<file path="src/design/pcm_mix_pkg.sv">
`default_nettype none

package pcm_mix_pkg;

    localparam int CHANNELS     = 4;
    localparam int CHUNK_FRAMES = 1024;
    localparam int MAX_SAMPLES  = 64;
    localparam int SMEM_AW      = 16;
    localparam int SMEM_DEPTH   = 2 ** SMEM_AW;

    localparam int TAB_AW  = (MAX_SAMPLES > 1) ? $clog2(MAX_SAMPLES) : 1;
    localparam int CH_W    = (CHANNELS > 1) ? $clog2(CHANNELS) : 1;
    localparam int CNT_W   = $clog2(CHANNELS + 1);
    localparam int FRAME_W = (CHUNK_FRAMES > 1) ? $clog2(CHUNK_FRAMES) : 1;
    localparam int MASK_N  = (CHANNELS < 4) ? CHANNELS : 4;

    localparam int SAMPLE_W = 16;
    localparam int POS_W    = 17;
    localparam int LEN_W    = 17;
    localparam int GAIN_W   = 7;

    typedef enum logic [1:0] {
        FUNC_DEFINE = 2'd0,
        FUNC_WRITE  = 2'd1,
        FUNC_PLAY   = 2'd2,
        FUNC_TICK   = 2'd3
    } func_t;

    // One channel contribution handed to the accumulator
    typedef struct packed {
        logic              vld;
        logic              mix;
        logic [GAIN_W-1:0] gain;
    } mix_term_t;

endpackage

`default_nettype wire

</file>
<file path="src/design/pcm_mix_acc.sv">
`default_nettype none

// Scale one frame by its gain, then add into the running sum with saturation.
module pcm_mix_acc (
    input  wire logic                   clk,
    input  wire logic                   rst_n,
    input  wire logic                   clr,
    input  wire pcm_mix_pkg::mix_term_t term,
    input  wire logic signed [15:0]     value,
    output logic                        busy,
    output logic signed [15:0]          sum
);

    logic               prod_vld_reg;
    logic               prod_mix_reg;
    logic signed [23:0] prod_reg;
    logic signed [23:0] prod_next;
    logic signed [15:0] sum_reg;
    logic signed [15:0] sum_next;
    logic signed [23:0] quot;
    logic signed [16:0] total;

    assign prod_next = 24'(value) * 24'($signed({1'b0, term.gain}));

    always_ff @(posedge clk or negedge rst_n)
    begin
        if (!rst_n)
        begin
            prod_vld_reg <= 1'b0;
        end
        else
        begin
            prod_vld_reg <= term.vld;
        end
    end

    always_ff @(posedge clk)
    begin
        if (term.vld)
        begin
            prod_reg     <= prod_next;
            prod_mix_reg <= term.mix;
        end
        sum_reg <= sum_next;
    end

    // Divide by 128, rounding toward zero
    always_comb
    begin
        quot  = (prod_reg + (prod_reg[23] ? 24'sd127 : 24'sd0)) >>> 7;
        total = 17'(sum_reg) + 17'($signed(quot[15:0]));
        sum_next = sum_reg;
        if (clr)
        begin
            sum_next = '0;
        end
        else if (prod_vld_reg && prod_mix_reg)
        begin
            if (total > 17'sd32767)
            begin
                sum_next = 16'sh7FFF;
            end
            else if (total < -17'sd32768)
            begin
                sum_next = 16'sh8000;
            end
            else
            begin
                sum_next = total[15:0];
            end
        end
    end

    assign busy = prod_vld_reg;
    assign sum  = sum_reg;

endmodule

`default_nettype wire

</file>
<file path="config.mk">
export PLATFORM = sky130hd
export DESIGN_NAME = pcm_mix_acc
export DESIGN_NICKNAME = d
export VERILOG_FILES = /design/src/design/pcm_mix_pkg.sv /design/src/design/pcm_mix_acc.sv
export SDC_FILE = /design/constraint.sdc
export NUM_CORES = 1
export LEC_CHECK = 0
export ABC_AREA = 1
export BUFFER_PORTS_ARGS = -buffer_cell sky130_fd_sc_hd__buf_2
export CAP_MARGIN = 20
export CORE_MARGIN = 4
export CORE_UTILIZATION = 30
export CTS_CLUSTER_DIAMETER = 150
export DETAILED_ROUTE_END_ITERATION = 7
export HOLD_SLACK_MARGIN = 0.03
export PLACE_DENSITY = 0.56
export SLEW_MARGIN = 0
export SYNTH_ARGS = -nofsm -noshare
export SYNTH_HDL_FRONTEND = slang
export SYNTH_SLANG_ARGS = --single-unit
</file>
<file path="constraint.sdc">
create_clock -name clk -period 5.5 [get_ports clk]
set_input_delay 1.1 -clock clk [delete_from_list [all_inputs] [get_ports clk]]
set_output_delay 1.1 -clock clk [all_outputs]
set_load 0.03 [all_outputs]
</file>
==> results of run 1 <==
worst max-delay path by stage:
stage	start	to	depth (start not counted)
2_1_floorplan	term[3]	prod_reg[23]	18
3_3_place_gp	term[2]	prod_reg[20]	15
3_5_place_dp	term[2]	prod_reg[20]	15
4_1_cts	term[2]	prod_reg[20]	15
5_1_grt	term[2]	prod_reg[20]	15
6_report	term[2]	prod_reg[21]	16
synth_stat cells:
| cell type | count |
|---|---|
| a211oi_1 | 1 |
| a21boi_0 | 1 |
| a21o_1 | 5 |
| a21oi_1 | 34 |
| a221oi_1 | 2 |
| a31oi_1 | 2 |
| and2_1 | 3 |
| buf_6 | 2 |
| clkbuf_1 | 17 |
| dfrtp_1 | 1 |
| dfxtp_1 | 16 |
| edfxtp_1 | 25 |
| fa_1 | 87 |
| ha_1 | 73 |
| inv_1 | 270 |
| nand2_1 | 244 |
| nand2_2 | 9 |
| nand3_1 | 23 |
| nand4_1 | 12 |
| nor2_1 | 82 |
| nor2_2 | 1 |
| nor2_4 | 1 |
| nor3_1 | 8 |
| nor3_2 | 1 |
| nor4_1 | 1 |
| o21ai_0 | 22 |
| o21bai_1 | 7 |
| or2_0 | 1 |
| xnor2_1 | 20 |
| xor2_1 | 23 |
where the power goes:
part	switching, mW	internal, mW
Sequential	0.0910	0.535
Combinational	1.66	1.01
Clock	0.115	0.165
Total	1.86	1.71
final cells by class:
class	count	area (µm²)
Sequential cell	42	1100
Timing Repair Buffer	47	243
Clock inverter	3	16.3
Multi-Input combinational cell	663	5020
Fill cell	2584	15600
Clock buffer	5	125
Tap cell	319	399
Inverter	270	1010
layout by cell type, fill, tap and decap left out, types with 5 or more instances in the layout:
cell,n
xor2_1,23
inv_1,270
buf_2,44
o21ai_0,22
nand3_1,23
ha_1,73
dfxtp_1,16
a21o_1,5
clkbuf_16,5
nand2_2,9
nor2_1,82
o21bai_1,7
a21oi_1,34
nor3_1,8
fa_1,87
nand2_1,244
edfxtp_1,25
xnor2_1,20
nand4_1,12
through the flow:
step           cell area (µm²)  hold WS (ps)  power (mW)  utilization, %  cells
2_1_floorplan             7210           553        2.74               -    994
5_1_grt                   7910           541        4.08            33.6   1349
6_report                  7910           496        3.58            33.6   1349
3_3_place_gp              7770           485        3.30            33.0   1341
4_1_cts                   7910           498        3.62            33.6   1349
3_5_place_dp              7770           492        3.32            33.0   1341
worst min-delay path, cell delays in order, from the launching register on:
cell	delay, ps
dfxtp_1	330
nand2_1	70
a21oi_1	50
routing by layer:
metal	vias to the layer above	wire length, µm
li1	3024	-
met1	2565	7850
met2	72	6710
met3	10	433
met4	0	136
met5	-	0
kinds of logic after synthesis:
family	after synthesis	synth area share [%]
XOR/XNOR	43	5.22
adder cells (fa/ha/maj)	160	36.8
AO/OA/AOI/OAI	74	5.76
buffers and inverters	289	15.2
AND/OR/NAND/NOR	386	21.8
flip-flops	42	15.2
==> flow_metrics.env, run 1 <==
export IMPL_drive_gt1_share_pct=6.41
export IMPL_hold_buffers=0
export IMPL_maxSlewViolCount=0
export IMPL_min_to="sum[0]"
export IMPL_hold_start="sum[0]"
export IMPL_antenna_found_initial=0
export IMPL_wl_per_cell_um=11.2
export IMPL_wirelength_mm=15.1
export IMPL_gr_usage_met2_pct=20.0
export IMPL_n_antenna_cell=0
export IMPL_status="completed"
export IMPL_syn_to_final_growth_pct=9.66
export IMPL_post_place_ws_ps=53.1
export IMPL_grt_usage_pct=12.1
export IMPL_max_slew_margin_pct=63.1
export IMPL_power_leakage_nw=4.66
export IMPL_cts_tree="done"
export IMPL_crit_chain="buf_2, nand2_1, inv_1, fa_1, fa_1, inv_1, fa_1, inv_1, fa_1, ha_1, nand2_1, nor2_1, a221oi_1, nand3_1, nand2_1, nand2_1"
export IMPL_start_util_pct=30.6
export IMPL_max_freq_ghz=0.195
export IMPL_die_y_um=163
export IMPL_crit_arrival_ps=5160
export IMPL_worstSetupPathType="in2reg"
export IMPL_crit_slowest_cell="fa_1"
export IMPL_peakVddDrop_mv=0.192
export IMPL_vias=5671
export IMPL_ys_seq_elements=42
export IMPL_end_kind="register"
export IMPL_grt_busiest_layer="met2"
export IMPL_drt_iter0_drc=230
export IMPL_rr_startpoint="prod_reg[23]"
export IMPL_post_cts_buffers=0
export IMPL_overflow=0
export IMPL_fin_crit_sh_pct=93.1
export IMPL_clock_latency_ps=280
export IMPL_gp_congestion=0.820
export IMPL_yosys_top_cells_area="fa_1, inv_1, nand2_1"
export IMPL_startpoint_type="primary input"
export IMPL_hold_viol=0
export IMPL_ff2ff_path_depth=26
export IMPL_core_area_mm2=0.0235
export IMPL_drv_cap=0
export IMPL_ys_seq_area_share_pct=15.2
export IMPL_clock_root_buffer="clkbuf_16"
export IMPL_vias_per_cell=4.20
export IMPL_postCtsResizedCells=0
export IMPL_clock_sinks=42
export IMPL_crit_family="adder cells"
export IMPL_setup_violations=0
export IMPL_die_w_um=163
export IMPL_synth_top_area_share_pct=24.1
export IMPL_fin_skew_ps=4.11
export IMPL_grtUsageMet1_pct=17.6
export IMPL_grt_max_degree=27
export IMPL_grt_setup_unrepaired="no"
export IMPL_grt_pass1_wl_mm=27.3
export IMPL_post_route_min_period_ps=5120
export IMPL_crit_required_ps=5540
export IMPL_hp_class="reg2reg"
export IMPL_setup_ws_ps=379
export IMPL_clkTransAtPathRegs_ps=60
export IMPL_cts_made_buffers=5
export IMPL_yosys_area_top_type="fa_1"
export IMPL_grt_pass1_vias=5850
export IMPL_synth_avg_cell_area_um2=7.26
export IMPL_nNetsFinal=1217
export IMPL_largest_reg_flops=24
export IMPL_power_density_mw_per_mm2=452
export IMPL_worst_r2r_endpoint="sum[0]"
export IMPL_synth_distinct_cells=30
export IMPL_num_rows=56
export IMPL_hpwl_mm=13.2
export IMPL_place_port_buffers=44
export IMPL_syn_inst=994
export IMPL_worst_slew_pin_slew_ps=553
export IMPL_ant_nets=0
export IMPL_dieArea_mm2=0.0266
export IMPL_yosysWarningCount=0
export IMPL_cts_path_max_buffers=2
export IMPL_drtPass1Iterations=4
export IMPL_reg2reg_slack_ps=1550
export IMPL_whs_path_depth=2
export IMPL_cpPeakStageDelay_ps=580
export IMPL_crit_buf_inv=4
export IMPL_drc=0
export IMPL_cts_max_level=2
export IMPL_critical_path_max_fanout=16
export IMPL_syn_area_mm2=0.00721
export IMPL_use_met3_pct=1.21
export IMPL_tns_ps=0
export IMPL_io_pins=45
export IMPL_synth_nets=1182
(Power assumes the default switching activity.)
==> run 2, diff against run 1 <==
GPL_TIMING_DRIVEN = 0   (was not set)
==> flow_metrics.env, run 2 (same netlist as run 1, synthesis figures left out) <==
export IMPL_status="completed"
export IMPL_syn_to_final_growth_pct=10.7
export IMPL_num_rows=56
export IMPL_clock_root_buffer="clkbuf_16"
export IMPL_dieArea_mm2=0.0266
export IMPL_drive_gt1_share_pct=6.85
export IMPL_maxSlewViolCount=0
export IMPL_seq_area_mm2=0.00110
export IMPL_hp_class="reg2reg"
export IMPL_end_kind="register"
export IMPL_hold_viol=0
export IMPL_start_util_pct=30.6
export IMPL_setup_violations=0
export IMPL_die_w_um=163
export IMPL_core_area_mm2=0.0235
export IMPL_final_common_cell="inv_1"
export IMPL_fin_crit_sh_pct=95.8
export IMPL_startpoint_type="primary input"
export IMPL_drtPass1Iterations=5
export IMPL_io_pins=45
export IMPL_cts_max_level=2
export IMPL_nNetsFinal=1224
export IMPL_grt_pass1_vias=5703
export IMPL_peakVddDrop_mv=0.193
export IMPL_die_y_um=163
export IMPL_whs_path_depth=2
export IMPL_crit_required_ps=5520
export IMPL_fin_cells=1356
export IMPL_ant_nets=0
export IMPL_critical_path_max_fanout=10
export IMPL_cp_startpoint="term[4]"
export IMPL_power_leakage_nw=4.70
export IMPL_hold_buffers=0
export IMPL_intPower_mw=1.77
export IMPL_mostFrequentLayoutCells="inv_1, nand2_1, fa_1, nor2_1, ha_1"
export IMPL_max_slew_margin_pct=64.0
export IMPL_grt_usage_pct=11.8
export IMPL_highest_layer="met4"
export IMPL_overflow=0
export IMPL_n_antenna_cell=0
export IMPL_worst_r2r_endpoint="sum[8]"
export IMPL_gp_congestion=0.851
export IMPL_dp_cells=1350
export IMPL_drt_met1_wl_mm=7.66
export IMPL_swShare_pct=51.2
export IMPL_cpPeakStageDelay_ps=610
export IMPL_power_mw=3.63
export IMPL_cts_made_buffers=5
export IMPL_grt_pass1_wl_mm=26.5
export IMPL_clkTransAtPathRegs_ps=60
export IMPL_min_to="sum[0]"
export IMPL_crit_buf_inv=6
export IMPL_max_freq_ghz=0.190
export IMPL_ff2ff_path_depth=27
export IMPL_tns_ps=0
export IMPL_cts_path_max_buffers=2
export IMPL_drt_iter0_drc=221
export IMPL_drv_cap=0
export IMPL_worstSetupPathType="in2reg"
export IMPL_crit_family="adder cells"
export IMPL_wl_met2_mm=6.60
export IMPL_wl_per_cell_um=10.9
export IMPL_grt_max_degree=27
export IMPL_holdWs_ps=506
export IMPL_multiInputGateArea_mm2=0.00503
export IMPL_largest_reg_flops=24
export IMPL_vias_per_cell=4.15
export IMPL_crit_arrival_ps=5290
export IMPL_fill_cells=2548
export IMPL_hpwl_mm=13.2
export IMPL_vias=5623
export IMPL_clockPowerShare_pct=8.8
export IMPL_wirelength_mm=14.8
export IMPL_post_route_min_period_ps=5270
export IMPL_net_switching_power_mw=1.86
export IMPL_crit_slowest_cell="fa_1"
export IMPL_clock_latency_ps=280
export IMPL_seq_power_share_pct=17.2
export IMPL_setup_ws_ps=230
export IMPL_reg2reg_slack_ps=1730
export IMPL_place_port_buffers=37
export IMPL_clock_sinks=42
export IMPL_drc=0
export IMPL_comb_power_share_pct=74.0
export IMPL_grt_setup_unrepaired="no"
export IMPL_post_place_ws_ps=-471
export IMPL_crit_chain="clkbuf_2, clkbuf_2, nand2_1, inv_1, fa_1, fa_1, inv_1, fa_1, inv_1, fa_1, ha_1, inv_1, o21ai_0, a21oi_1, nor2_1, a211oi_1, nand3_1, xor2_1"
export IMPL_met3_length_um=453
export IMPL_hold_start="sum[0]"
export IMPL_rr_startpoint="prod_reg[23]"
export IMPL_worst_slew_pin_slew_ps=540
export IMPL_fin_skew_ps=5.35
export IMPL_cts_tree="done"
export IMPL_power_density_mw_per_mm2=455
export IMPL_antenna_found_initial=0
## run 2: worst max-delay path by stage
stage | cells after the start | slack [ps] | end
final | 18 | 230 | prod_reg[23]
after detailed placement | 18 | -470 | prod_reg[23]
after global routing | 18 | 20 | prod_reg[23]
after CTS | 18 | 30 | prod_reg[23]
after global placement | 18 | -490 | prod_reg[23]
after floorplan | 18 | 250 | prod_reg[23]
## run 2: power groups by stage
stage / Sequential, mW / Combinational [mW] / Clock [mW]
6_report: 0.624 / 2.68 / 0.319
5_1_grt: 0.644 / 3.16 / 0.344
4_1_cts: 0.626 / 2.70 / 0.328
3_5_place_dp: 0.633 / 2.69 / 0
3_3_place_gp: 0.631 / 2.68 / 0
2_1_floorplan: 0.659 / 2.09 / 0
## run 2: worst reg2reg max path: stages, from the launching register on
cell and delay [ps]:
edfxtp_1 500, ha_1 320, nand3_1 70, nand2_1 60
nand2_1 40, nand2_1 70, nand2_1 60, nand2_1 120
nand2_1 120, nor2_4 150, nand2_1 160, nor2_1 190
xnor2_1 130, inv_1 70, ha_1 340, nand2_1 110
inv_1 40, nand2_1 50, nand2_1 70, a21oi_1 180
nand2_1 80, nand2_1 70, nand2_2 70, nor2_2 220
buf_6 170, nor2_1 40, nor2_1 100, nor2_1 50
## run 2: through the flow
stage               utilization (%)  instance area [µm²]
detailed placement             33.1                 7800
global placement               33.1                 7800
floorplan                         -                 7210
CTS                            33.9                 7970
global route                   33.9                 7980
finish                         33.9                 7980
## run 2: layout make-up
| class | instances | area share (%) |
|---|---|---|
| buffer | 17 | 1.19 |
| clock buffer | 8 | 2.10 |
| inverter | 270 | 12.7 |
| multi-input combinational | 663 | 63.0 |
| sequential | 42 | 13.7 |
| tap | 319 | 5.00 |
| timing repair buffer | 37 | 2.32 |
## run 2: per-layer routing
layer / vias to the layer above / global-route usage, %
met5: - / 0
met4: 0 / 1.14
met3: 6 / 1.09
met2: 73 / 20.0
met1: 2514 / 17.2
li1: 3030 / -
## run 2: repair_timing
item / 4_1_cts / 5_1_grt
resized for setup: 5 / 18
setup endpoints to repair: 5 / 9
setup buffers: 0 / 0
